### src/hw/rtl/apma_pkg.sv
// Package for the AC power meter accumulator: widths, reset constants, types.
// No dependencies; used by every other file of the block.
package apma_pkg;
	localparam int unsigned NUM_CURRENTS_DEF = 4;
	localparam int unsigned ACC_WIDTH_DEF = 40;
	localparam int unsigned SAMPLE_W = 10;
	localparam int unsigned SUM_W = 40;
	localparam int unsigned COUNT_W = 16;
	localparam int unsigned COEF_W = 9;
	localparam int unsigned CPW_W = 8;
	localparam int unsigned CENT_W = 20;
	localparam int unsigned HALF_W = 32;
	localparam int unsigned VS_W = 18;
	localparam logic signed [CENT_W-1:0] OFFSET_RESET = 20'sd130560;
	localparam logic signed [CENT_W-1:0] OFFSET_MAX = 20'sd261888;
	localparam logic signed [VS_W-1:0] PREV_RESET = 18'sd14080;
	localparam logic [CPW_W-1:0] CPW_RESET = 8'd50;
	localparam logic [COEF_W-1:0] COEF_RESET = 9'd256;
	localparam int unsigned PADDR_W = 5;

	localparam logic [PADDR_W-1:0] ADDR_CPW = 5'h00;
	localparam logic [PADDR_W-1:0] ADDR_COEF0 = 5'h04;
	localparam logic [PADDR_W-1:0] ADDR_COEF1 = 5'h08;
	localparam logic [PADDR_W-1:0] ADDR_COEF2 = 5'h0C;
	localparam logic [PADDR_W-1:0] ADDR_COEF3 = 5'h10;

	// Event decided by the front part for one sample set.
	typedef enum logic [1:0] {EV_NONE, EV_RISE, EV_CLOSE, EV_FALL} event_t;

	typedef struct packed {
		event_t ev;
		logic [SAMPLE_W-1:0] raw_v;
		logic [3:0][SAMPLE_W-1:0] raw_c;
	} job_t;

	typedef struct packed {
		logic [1:0] channel;
		logic [SUM_W-1:0] sum_voltage_sq;
		logic [SUM_W-1:0] sum_current_sq;
		logic signed [SUM_W-1:0] sum_product;
		logic [COUNT_W-1:0] sample_count;
		logic last;
	} result_t;
endpackage

### src/hw/rtl/apma_front.sv
// Front part: accepts sample sets, tracks polarity and window count, classifies.
// Depends on apma_pkg; the voltage offset comes from the back part.
module apma_front (
	input  logic clk,
	input  logic arst_n,
	input  logic in_valid,
	output logic in_ready,
	input  apma_pkg::job_t in_job,
	input  logic signed [apma_pkg::CENT_W-1:0] v_offset,
	input  logic [apma_pkg::CPW_W-1:0] cycles_per_window,
	input  logic q_empty,
	output logic push,
	output apma_pkg::job_t push_job
);
	import apma_pkg::*;
	logic pol_q;
	logic [CPW_W-1:0] cyc_q;
	logic signed [CENT_W:0] v;
	logic [CPW_W-1:0] cyc_nx;

	// The voltage offset moves only while a falling crossing is carried out, so
	// take a new set only when the queue has drained.
	assign in_ready = q_empty;
	assign push = in_valid && in_ready;
	assign v = $signed({1'b0, in_job.raw_v, 8'd0}) - {v_offset[CENT_W-1], v_offset};
	assign cyc_nx = cyc_q + CPW_W'(1);

	always_comb begin
		push_job = in_job;
		push_job.ev = EV_NONE;
		if (!v[CENT_W] && !pol_q)
			push_job.ev = (cyc_nx == cycles_per_window) ? EV_CLOSE : EV_RISE;
		else if (v[CENT_W] && pol_q)
			push_job.ev = EV_FALL;
	end

	always_ff @(posedge clk or negedge arst_n) begin
		if (!arst_n) begin
			pol_q <= 1'b0;
			cyc_q <= '0;
		end else if (push) begin
			if (push_job.ev == EV_RISE) begin
				pol_q <= 1'b1;
				cyc_q <= cyc_nx;
			end else if (push_job.ev == EV_CLOSE) begin
				pol_q <= 1'b1;
				cyc_q <= '0;
			end else if (push_job.ev == EV_FALL) begin
				pol_q <= 1'b0;
			end
		end
	end
endmodule

### config.mk
export PLATFORM = sky130hd
export DESIGN_NAME = apma_front
export DESIGN_NICKNAME = d
export VERILOG_FILES = /design/src/hw/rtl/apma_pkg.sv /design/src/hw/rtl/apma_front.sv
export SDC_FILE = /design/constraint.sdc
export NUM_CORES = 1
export LEC_CHECK = 0
export ABC_AREA = 1
export BUFFER_PORTS_ARGS = -buffer_cell sky130_fd_sc_hd__buf_2
export CAP_MARGIN = 20
export CORE_UTILIZATION = 39
export CTS_BUF_LIST = sky130_fd_sc_hd__clkbuf_4 sky130_fd_sc_hd__clkbuf_8
export DETAILED_ROUTE_END_ITERATION = 8
export HOLD_SLACK_MARGIN = 0.06
export PLACE_DENSITY = 0.85
export SLEW_MARGIN = 30
export SYNTH_ARGS = -nofsm -noshare
export SYNTH_HDL_FRONTEND = slang
export SYNTH_SLANG_ARGS = --single-unit
export TNS_END_PERCENT = 50
### constraint.sdc
create_clock -name clk -period 3.5 [get_ports clk]
set_input_delay 0.525 -clock clk [delete_from_list [all_inputs] [get_ports clk]]
set_output_delay 0.525 -clock clk [all_outputs]
set_load 0.01 [all_outputs]
==> qor.txt <==
status: finished, final reports clean
total congestion overflow: 0
synth warn: 0
RSZ-0062 raised after global routing: no
fraction of layout instances using a drive strength above 1: 36.4%
vias: 1,237
Skew-Pair Late Insertion Delay: 0.23 ns
critical-path maximum fanout: 10
Starting Density: 41.4%
Tightest Hold Check Type: input port to asynchronous set/reset pin
clk slew on worst S/H paths: 0.04 ns
skew final: 0.00144 ns
Yosys reg bits: 9
Crit Path Category: input port to primary output
FP Rows: 22
Final #Nets: 328
Slew Viols, Final: 0
post-detailed-route via-to-cell ratio: 4.48
worst path required time: 2.97 ns
ANT nets after route: 0
Die Y: 64.8 um
IO Count: 138
Mapped Nets: 321
Worst Tran Pin Value: 0.299 ns
Fmax: 314 MHz
core area: 0.00372 mm^2
DR iter-0 viols: 57
total CTS buffers: 3
number of distinct library cells after synthesis: 29
CP Launch Type: input port
Filler Cell Count: 402
hold_buf cts: 0
largest net degree at the start of global routing: 18
initial antenna violation count: 0
Die Wd: 64.8 um
static leakage: 0.869 nW
# DRC: 0
Total GRT Usage: 14.9%
post-synthesis sequential area ratio: 14.6%
Final Cycle Share: 91.1%
Max VDD drop: 0.122 mV
top cell type's share of synthesized area: 24.9%
fin cells: 276
CP endpoint kind: primary output
total setup buffers inserted after CTS: 0
min cycle time layout: 3.19 ns
die area: 0.00420 mm^2
final count of negative-setup-slack endpoints: 0
top cells by area, synth: buf_4, dfrtp_1, ha_1, nand2_1, inv_1
Yosys top cell by area: buf_4
Fin Setup TNS: 0 ns
syn_area_per_cell: 6.93 um^2
crit path DAT: 2.66 ns
final core occ: 40.9%
first-pass GRT wire length: 5.06 mm
final hold vios: 0
Mapped Area: 0.00154 mm^2
Ant. Diodes: 0
dpl cells: 272
Pre-Repair DR Iteration Count: 4
area growth from synthesis to layout: -1.22%
routability congestion estimate: 0.788
R2R Setup Slk: 1.71 ns
Power Density: 318 mW/mm^2
Root Driver: clkbuf_8
CTS H-tree depth: 1
Sink Count: 9
Max Buffers Root-to-Sink: 2
vias in the first global route: 1,264
DRT Wirelength: 2.76 mm
max-cap violation count: 0
CTS tree: built
dpl hpwl: 2.39 mm
I/O Buffers: 55
WL/cell: 9.99 um
Slew HR: 80.0%
Post-Synthesis Cells: 222
==> registers in the layout, indices dropped and copies added, names as in the netlist <==
signal  cells
cyc_q       8
pol_q       1
==> worst max-delay path, cell delays in order <==
cell     delay, ns
buf_2         0.10
ha_1          0.29
nand2_1       0.08
nor3_2        0.19
nand4_1       0.11
nand3_1       0.10
nor2_1        0.07
inv_1         0.08
ha_1          0.15
inv_1         0.06
nor2_1        0.11
nand3_1       0.07
nor2_1        0.13
nand3_2       0.10
nor2_4        0.11
nand3_4       0.13
nand2_1       0.09
inv_1         0.03
buf_2         0.12
==> logic make-up after synthesis <==
| group | Yosys count | share of synthesized area (%) |
|---|---|---|
| adders and majority gates | 15 | 12.2 |
| DFF | 9 | 14.6 |
| AOI/OAI and AO/OA | 13 | 5.13 |
| xor gates and xnor gates | 2 | 1.63 |
| and+or+nand+nor | 102 | 33.0 |
| buffers and inverters | 81 | 33.4 |
==> worst paths after layout <==
kind | start | endpoint | cells after the start
max | in_job[47] | push_job[50] | 19
min | arst_n | cyc_q[7] | 1
max reg2reg | cyc_q[0] | cyc_q[4] | 11
min reg2reg | cyc_q[6] | cyc_q[6] | 2
max in group asynchronous | arst_n | cyc_q[2] | 1
min in group clk | cyc_q[6] | cyc_q[6] | 2
==> synthesized netlist by cell type <==
cell / instances
inv_1: 27
inv_2: 1
nor2_1: 17
nand3_1: 7
clkbuf_8: 1
o21ai_0: 3
nor2_2: 1
buf_4: 51
nand2_1: 44
nor2_4: 2
o21ai_1: 1
xor2_1: 1
xnor2_2: 1
dfrtp_1: 9
nor4_1: 2
ha_1: 15
nand3_2: 1
o21a_1: 1
or2_2: 1
a21oi_1: 6
nand3_4: 1
nand4_1: 9
nor3_1: 1
nand2_4: 1
o32a_1: 1
buf_6: 1
nand2_2: 13
nand3b_1: 2
o21bai_2: 1
==> cell usage in the layout (no fill, tap or decap), types with 2 or more instances in the layout <==
cell type  synthesis  final
dfrtp_1            9      9
ha_1              15     15
nand2_2           13     13
buf_2              0     55
nand2_1           44     44
nor4_1             2      2
nor2_1            17     17
clkbuf_8           1      3
o21ai_0            3      3
nor2_4             2      2
nand3b_1           2      2
inv_1             27     27
nand3_1            7      7
a21oi_1            6      6
nand4_1            9      9
==> where the power goes <==
group | switching [mW] | internal [mW]
clock | 0.0400 | 0.0870
combinational | 0.124 | 0.0836
sequential | 0.0256 | 0.123
==> stage by stage <==
stage	worst slack (ns)	power [mW]	hold WS [ns]	instance area, um^2
final	0.312	0.483	0.137	1520
after global routing	0.0169	0.534	0.149	1520
after CTS	0.210	0.488	0.146	1510
after detailed placement	0.221	0.359	0.391	1470
after global placement	0.270	0.351	0.385	1470
after floorplan	0.688	0.355	0.229	1540
==> cell type report <==
cell class	instances	area, um^2	share of cell area, %
multi-input cells	132	805	53.0
repair buffers	55	275	18.1
flip-flops and latches	9	225	14.8
inverters	28	105	6.92
well taps	48	60.1	3.95
clock buffers	4	48.8	3.21
==> what timing repair did <==
item,4_1_cts,5_1_grt
endpoints found under the hold margin,0,0
endpoints found under the setup margin,0,2
gates resized for setup,0,1
==> metal layers <==
| metal | GRT usage (%) | vias up | share of wire, % |
|---|---|---|---|
| met5 | 0 | - | 0 |
| met4 | 3.89 | 0 | 0.69 |
| met3 | 5.63 | 4 | 8.4 |
| met2 | 27.1 | 39 | 49 |
| met1 | 16.0 | 533 | 42 |
| li1 | - | 661 | - |
No activity file was read; power rests on OpenSTA's default activity.
