<file path="config.mk">
export PLATFORM = sky130hd
export DESIGN_NAME = apma_queue
export DESIGN_NICKNAME = d
export VERILOG_FILES = /design/src/hw/rtl/apma_pkg.sv /design/src/hw/rtl/apma_queue.sv
export SDC_FILE = /design/constraint.sdc
export NUM_CORES = 1
export LEC_CHECK = 0
export ABC_AREA = 1
export BUFFER_PORTS_ARGS = -buffer_cell sky130_fd_sc_hd__buf_2
export CORE_UTILIZATION = 30
export CTS_CLUSTER_DIAMETER = 60
export DETAILED_ROUTE_END_ITERATION = 6
export HOLD_SLACK_MARGIN = 0.12
export PLACE_DENSITY = 0.61
export SYNTH_ARGS = -nofsm -noshare
export SYNTH_HDL_FRONTEND = slang
export SYNTH_SLANG_ARGS = --single-unit
</file>
<file path="constraint.sdc">
create_clock -name clk -period 9.21 [get_ports clk]
set_clock_uncertainty 0.1 [all_clocks]
set_input_delay 2.3025 -clock clk [delete_from_list [all_inputs] [get_ports clk]]
set_output_delay 2.3025 -clock clk [all_outputs]
set_load 0.05 [all_outputs]
</file>
<file path="src/hw/rtl/apma_pkg.sv">
// Package for the AC power meter accumulator: widths, reset constants, types.
// No dependencies; used by every other file of the block.
package apma_pkg;
	localparam int unsigned NUM_CURRENTS_DEF = 4;
	localparam int unsigned ACC_WIDTH_DEF = 40;
	localparam int unsigned SAMPLE_W = 10;
	localparam int unsigned SUM_W = 40;
	localparam int unsigned COUNT_W = 16;
	localparam int unsigned COEF_W = 9;
	localparam int unsigned CPW_W = 8;
	localparam int unsigned CENT_W = 20;
	localparam int unsigned HALF_W = 32;
	localparam int unsigned VS_W = 18;
	localparam logic signed [CENT_W-1:0] OFFSET_RESET = 20'sd130560;
	localparam logic signed [CENT_W-1:0] OFFSET_MAX = 20'sd261888;
	localparam logic signed [VS_W-1:0] PREV_RESET = 18'sd14080;
	localparam logic [CPW_W-1:0] CPW_RESET = 8'd50;
	localparam logic [COEF_W-1:0] COEF_RESET = 9'd256;
	localparam int unsigned PADDR_W = 5;

	localparam logic [PADDR_W-1:0] ADDR_CPW = 5'h00;
	localparam logic [PADDR_W-1:0] ADDR_COEF0 = 5'h04;
	localparam logic [PADDR_W-1:0] ADDR_COEF1 = 5'h08;
	localparam logic [PADDR_W-1:0] ADDR_COEF2 = 5'h0C;
	localparam logic [PADDR_W-1:0] ADDR_COEF3 = 5'h10;

	// Event decided by the front part for one sample set.
	typedef enum logic [1:0] {EV_NONE, EV_RISE, EV_CLOSE, EV_FALL} event_t;

	typedef struct packed {
		event_t ev;
		logic [SAMPLE_W-1:0] raw_v;
		logic [3:0][SAMPLE_W-1:0] raw_c;
	} job_t;

	typedef struct packed {
		logic [1:0] channel;
		logic [SUM_W-1:0] sum_voltage_sq;
		logic [SUM_W-1:0] sum_current_sq;
		logic signed [SUM_W-1:0] sum_product;
		logic [COUNT_W-1:0] sample_count;
		logic last;
	} result_t;
endpackage

</file>
<file path="src/hw/rtl/apma_queue.sv">
// Two-entry queue of classified jobs between front and back parts.
// Depends on apma_pkg.
module apma_queue (
	input  logic clk,
	input  logic arst_n,
	input  logic push,
	input  apma_pkg::job_t push_job,
	input  logic pop,
	output logic empty,
	output logic full,
	output apma_pkg::job_t head
);
	import apma_pkg::*;
	job_t mem_q [2];
	logic wp_q, rp_q;
	logic [1:0] cnt_q;

	assign empty = (cnt_q == 2'd0);
	assign full = (cnt_q == 2'd2);
	assign head = mem_q[rp_q];

	always_ff @(posedge clk) begin
		if (push && !full) mem_q[wp_q] <= push_job;
	end

	always_ff @(posedge clk or negedge arst_n) begin
		if (!arst_n) begin
			wp_q <= 1'b0;
			rp_q <= 1'b0;
			cnt_q <= '0;
		end else begin
			if (push && !full) wp_q <= ~wp_q;
			if (pop && !empty) rp_q <= ~rp_q;
			cnt_q <= cnt_q + 2'((push && !full) ? 1 : 0) - 2'((pop && !empty) ? 1 : 0);
		end
	end
endmodule

</file>
==> results of run 1 <==
==> how the worst max path moves through the flow <==
stage | endpoint | startpoint | cells past startpoint | slack (ps)
after detailed placement | head[22] | rp_q$_DFFE_PN0P_ | 4 | 4850
after floorplan | mem_q[1][0]$_DFFE_PP_ | push | 2 | 4080
after CTS | head[22] | rp_q$_DFFE_PN0P_ | 4 | 4470
after global routing | head[22] | rp_q$_DFFE_PN0P_ | 4 | 4330
after global placement | head[22] | rp_q$_DFFE_PN0P_ | 4 | 4900
final | head[48] | rp_q$_DFFE_PN0P_ | 4 | 4580
==> cell families after synthesis <==
logic type                 count (synthesis)  share of synthesized area
buffers and inverters                     22                    0.03736
DFF                                      108                     0.7953
and+or+nand+nor                          173                     0.1612
adders and majority gates                  2                   0.006174
==> area by class of cell <==
type / count / area, µm²
Sequential cell: 108 / 3224
Clock inverter: 5 / 18.77
Tap cell: 176 / 220.2
Fill cell: 1300 / 8209
Timing Repair Buffer: 110 / 553.0
Clock buffer: 11 / 232.7
Multi-Input combinational cell: 175 / 685.7
Inverter: 11 / 46.29
==> synthesized netlist by cell type <==
cell type  count
inv_6          1
dfrtp_1        4
nand3_1        3
buf_6          6
nor2_1         1
buf_4          5
edfxtp_1     104
inv_1         10
ha_1           2
nand2_1      169
==> per-stage QoR <==
stage	cell area, µm²	instances	utilization
2_1_floorplan	4053	305	-
3_3_place_gp	4730	580	0.3586
3_5_place_dp	4730	580	0.3586
4_1_cts	4981	596	0.3776
5_1_grt	4981	596	0.3776
6_report	4981	596	0.3776
==> registers in the layout (all words and copies together), names as in the netlist <==
name   flops
rp_q       1
mem_q    104
cnt_q      2
wp_q       1
==> metal layers <==
metal | vias up | wire length (µm)
li1 | 1228 | -
met1 | 1177 | 3299
met2 | 76 | 3697
met3 | 6 | 444
met4 | 0 | 102
met5 | - | 0
==> worst max-delay path: cells and delay by family (launching register included) <==
kind	cells	cell delay (ps)
and+or+nand+nor	2	230
DFF	1	1050
buffers and inverters	2	560
==> summary.txt, run 1 <==
Status
  • Status: complete, no violations

Setup path
  • Kind of end point of the critical path: primary output
  • Startpoint types: flop
  • Crit path largest cell delay: ~1100 ps
  • Worst r2r path cells: 3
  • CP most frequent cell: nand2_1
  • WS Path Type: flop to primary output
  • Crit Path Max Fanout: 54
  • Reg2reg end: mem_q[0][0]$_DFFE_PP_
  • Worst r2r src: cnt_q[1]$_DFF_PN0_
  • CP max stage cell: dfrtp_2
  • Ordered list of cells on the worst path: inv_6, nand2_1, nand2_1, buf_2
  • Data required time at the worst endpoint: a little under 7000 ps
  • Data arrival time of the critical path: ~2200 ps
  • R2r setup slk: 7230 ps

GRT
  • All-Layer GR Usage: 0.1136
  • Met1 Track Usage GR: 0.1370
  • GRT overflow: 0
  • Grt met3 use: 0.03282
  • Initial antenna violation count: 0
  • First-pass GRT wire length: ~12000 µm
  • Busiest grt layer: met2
  • Vias in the first global route: around 2400
  • Largest net degree at the start of global routing: 55
  • GR Util met2: 0.1838

Layout
  • Final #Nets: about 470
  • Most common cell after layout, fill and taps aside: nand2_1
  • Most frequent cells in the layout: nand2_1 (169), buf_2 (109), edfxtp_1 (104)
  • Share of cells above drive strength 1: 0.2929
  • Ant diodes: 0
  • Synth-to-Final Area Change: 22.91%

Route
  • Number of nets with antenna violations after routing: 0
  • WL per Instance: approximately 13 µm
  • Final WL: around 7500 µm
  • Drt first pass iters: 4
  • Vias: about 2500
  • Remaining DRCs: 0
  • Initial DRC Count: 144
  • Vias per cell: 4.173

Clock tree
  • Clk root buf: clkbuf_16
  • Clock Path Buffers: 2
  • Num CTS Buffers: 9
  • Sink Count: approximately 110
  • H-tree depth: 3
  • # hold bufs at CTS: 0
  • CTS tree: done
  • Post-cts resize count: 0
  • Worst-Skew Late Latency: 340 ps
  • Setup Fix Bufs, Post-CTS: 0
  • Clk pin slew, worst setup/hold paths: around 60 ps

Timing
  • Hold WS: approximately 380 ps
  • Peak Freq: ~220 MHz
  • Setup WS post-layout: roughly 4600 ps
  • Slew Viols, Final: 0
  • Slew headroom: 0.2254
  • Period utilization: 0.5030
  • Min cycle time layout: between 4000 and 5000 ps
  • Setup tns final: 0 ps
  • Hold Vio Cnt, Final: 0
  • Final setup vio count: 0
  • RSZ-0062 raised after global routing: no
  • Worst-Margin Slew: around 1200 ps

Die
  • Die Wd: between 100 and 150 µm
  • Row count: between 40 and 50
  • Core ar.: 0.01319 mm²
  • Full die area: 0.01398 mm²
  • IO Pins: 110
  • Die Y: ~120 µm
  • Starting Density: 0.3072

Worst hold path
  • WHS Path Cells: 2
  • Hold_sp: wp_q$_DFFE_PN0P_
  • Worst Hold Path EP: wp_q$_DFFE_PN0P_
  • Worst hold path class: flop to flop

Synth
  • Synth top area share: 0.7706
  • Synth warnings: 0
  • Net Count, Synth: 363
  • Post-synth cell types: 10
  • Seq/Total Area, Yosys: 0.7953
  • Cell count after synthesis: 305
  • Cell taking the most area after synthesis: edfxtp_1
  • Mean Syn Cell Area: around 13 µm²
  • Cell Area, Synth: a little over 0.004 mm²
  • Top cells by area, synth: edfxtp_1 (77%), nand2_1 (16%), dfrtp_1 (2.5%), buf_6 (1.7%), buf_4 (0.93%)
  • Seq cells post-synth: between 100 and 150

Placed design
  • IO buf count: between 100 and 150
  • Worst slack, placed: slightly below 5000 ps
  • Hpwl dp: ~4600 µm
  • RePlAce Congestion: 0.6473

Flow run
  • Max Cap Violations: 0
Power of run 1 is left out: the tool's default activity adds up to more than one toggle a clock period on the data nets, which glitch-free logic cannot reach.
==> inputs of run 2 (changes only) <==
Settings changed: ABC_AREA 1 to 0, PLACE_DENSITY 0.61 to 0.62.
Clock period 9.21 ns to 4 ns, I/O delays scaled along.
==> summary.txt, run 2 <==
Flow run
  • Max Cap Violations: 0 (unchanged)

Timing
  • Setup WS post-layout: 935.3 ps (-3642 ps)
  • Worst-Margin Slew: 534.5 ps (-627.4 ps)
  • Slew Viols, Final: 0 (unchanged)
  • Slew headroom: 0.6437 (+0.4183)
  • Peak Freq: approximately 330 MHz
  • Period utilization: 0.7662
  • Min cycle time layout: 3065 ps
  • RSZ-0062 raised after global routing: no
  • Final setup vio count: 0 (unchanged)
  • Setup tns final: 0 ps (unchanged)
  • Hold Vio Cnt, Final: 0 (unchanged)
  • Hold WS: 353.7 ps (-28.01 ps)

Die
  • Die Wd: 120.4 µm (+1.8%)
  • Core ar.: 0.01345 mm² (+2.0%)
  • Starting Density: 0.3125 (+0.005253)
  • IO Pins: 110 (unchanged)
  • Full die area: 0.01449 mm² (+3.7%)
  • Row count: 42 (unchanged)
  • Die Y: 120.4 µm (+1.8%)

Power and ir drop
  • Leakage: 2.067 nW
  • Clock power frac: 0.180
  • Switching power: between 1.5 and 2 mW
  • Gate power share: 0.444
  • Pwr dens: roughly 850 mW/mm²
  • Maximum vdd drop: about 400 µV
  • Sw frac: 0.4103
  • Seq pwr share: 0.376
  • Internal power: about 2.6 mW

Worst hold path
  • Worst hold path class: input port to async pin

Synth
  • Cell taking the most area after synthesis: edfxtp_1
  • Most used DFF post-synth: edfxtp_1
  • Top cells by area, synth: edfxtp_1 (74%), mux2_4 (18%), buf_12 (2.4%), dfrtp_1 (2.4%), mux2_2 (0.80%)
  • EDFF count, synth: 104 (unchanged)
  • Seq cells post-synth: 108 (unchanged)
  • Async set-reset flop share out of synthesis: 0.03704 (unchanged)
  • Net Count, Synth: 238 (-34%)
  • Synth warnings: 0 (unchanged)
  • Cell Area, Synth: 0.004204 mm² (+3.7%)
  • Mean Syn Cell Area: 23.36 µm² (+76%)
  • Cell count after synthesis: 180 (-41%)
  • Post-synth cell types: 15 (+5)
  • Synth top area share: 0.7429 (-0.02775)
  • Top cells by count, synth: edfxtp_1 (104), mux2_4 (49), buf_12 (5), dfrtp_1 (4)
  • Seq/Total Area, Yosys: 0.7667 (-0.02864)
  • Cell with the most instances after synthesis: edfxtp_1

GRT
  • GRT overflow: 0 (unchanged)
  • First-pass GRT wire length: 10540 µm (-12%)
  • Vias in the first global route: 2122 (-12%)
  • All-Layer GR Usage: 0.1010 (-0.01259)
  • Largest net degree at the start of global routing: 35 (-36%)
  • Initial antenna violation count: 0 (unchanged)

Placed design
  • IO buf count: 109 (unchanged)
  • Hpwl dp: 4657 µm (+0.80%)
  • RePlAce Congestion: 0.6481 (+0.12%)
  • Inst Count DP: 463 (-20%)
  • Area after DPL: 0.004938 mm² (+4.4%)
  • Worst slack, placed: 1271 ps (-3581 ps)

Clock tree
  • Sink Count: 108 (unchanged)
  • CTS tree: done
  • Post-cts resize count: 0 (unchanged)
  • H-tree depth: 3 (unchanged)
  • Num CTS Buffers: 9 (unchanged)
  • Setup Fix Bufs, Post-CTS: 0 (unchanged)
  • # hold bufs at CTS: 0 (unchanged)
  • Clk pin slew, worst setup/hold paths: 70 ps (about the same)
  • Clock Path Buffers: 2 (unchanged)
  • Clk root buf: clkbuf_16
  • Worst-Skew Late Latency: 340 ps (about the same)

Route
  • Remaining DRCs: 0 (unchanged)
  • Final WL: 6963 µm (-7.7%)
  • Vias: 1989 (-20%)
  • Vias per cell: 4.152 (-0.49%)
  • Initial DRC Count: 98 (-32%)
  • WL per Instance: 14.54 µm (+15%)
  • Drt first pass iters: 4 (unchanged)
  • Number of nets with antenna violations after routing: 0 (unchanged)

Status
  • Status: complete, no violations

Setup path
  • WS Path Type: flop to primary output
  • Crit Path Max Fanout: 34 (-37%)
  • Data required time at the worst endpoint: 2900 ps (-3910 ps)
  • Startpoint types: flop
  • Data arrival time of the critical path: 1960 ps (-270 ps)
  • Kind of end point of the critical path: primary output

Layout
  • Final Instance Count excl. Fillers: 479 (-20%)
  • Final non-filler cell area: 0.005207 mm² (+4.5%)
  • Ant diodes: 0 (unchanged)
  • Final #Nets: 356 (-25%)
  • Largest register FFs: 104 (unchanged)
  • Top flop regs: mem_q (104), cnt_q (2)
  • Most frequent cells in the layout: buf_2 (109), edfxtp_1 (104), mux2_4 (49)
  • Most common cell after layout, fill and taps aside: buf_2
  • Share of cells above drive strength 1: 0.6073 (+0.3144)
  • Synth-to-Final Area Change: 23.87%
  • Most flops, register: mem_q
-- run 2: cell count changes after synthesis, sizes merged, moves of 3 or more --
cell,before,now
buf,11,6
inv,11,2
mux2,0,52
nand2,169,1
nand3,3,0
xnor2,0,3
-- run 2: routing by layer --
metal  track usage  share of wire
met2        0.1685           0.50
met5             0              0
met3       0.04717          0.075
met1        0.1077           0.41
met4       0.04861          0.018
-- run 2: worst paths after layout --
check,start,endpoint,slack [ps],cells past startpoint
max,rp_q$_DFFE_PN0P_,head[0],940,3
min,arst_n,wp_q$_DFFE_PN0P_,350,1
max reg2reg,cnt_q[0]$_DFF_PN0_,mem_q[0][41]$_DFFE_PP_,2150,4
min reg2reg,cnt_q[1]$_DFF_PN0_,cnt_q[1]$_DFF_PN0_,400,1
max in group asynchronous,arst_n,rp_q$_DFFE_PN0P_,3300,1
min in group clk,cnt_q[1]$_DFF_PN0_,cnt_q[1]$_DFF_PN0_,400,1
-- run 2: critical path, cell delays in order, from the launching register on --
cell     delay [ps]
dfrtp_4         670
buf_12          320
mux2_2          370
buf_2           210
-- run 2: kinds of logic (layout without fill, tap and decap cells) --
family	after synthesis	in the layout	synth area share
flip-flops	108	108	0.7667
multiplexers	52	52	0.1830
buffers and inverters	8	131	0.02828
AND/OR/NAND/NOR	6	6	0.007740
XOR/XNOR	4	4	0.008335
adder cells (fa/ha/maj)	2	2	0.005951
-- run 2: through the flow --
stage | utilization | total power, mW
4_1_cts | 0.3871 | 4.514
6_report | 0.3871 | 4.443
2_1_floorplan | - | 3.388
3_5_place_dp | 0.3671 | 3.710
5_1_grt | 0.3871 | 4.635
3_3_place_gp | 0.3671 | 3.682
-- run 2: area by class of cell --
type / count / area, µm²
well taps: 176 / 220.2
inverters: 2 / 7.507
flip-flops and latches: 108 / 3227
clock buffers: 9 / 225.2
fillers: 1282 / 8245
clock inverters: 7 / 43.79
multi-input cells: 64 / 870.8
repair buffers: 113 / 613.1
-- run 2: power by group through the flow --
stage | clock (mW) | combinational [mW] | sequential [mW]
detailed placement | 0 | 2.01 | 1.70
CTS | 0.827 | 2.01 | 1.68
floorplan | 0 | 1.75 | 1.64
global route | 0.866 | 2.07 | 1.70
finish | 0.801 | 1.97 | 1.67
global placement | 0 | 2.00 | 1.69
Power figures use the tool's default switching activity.
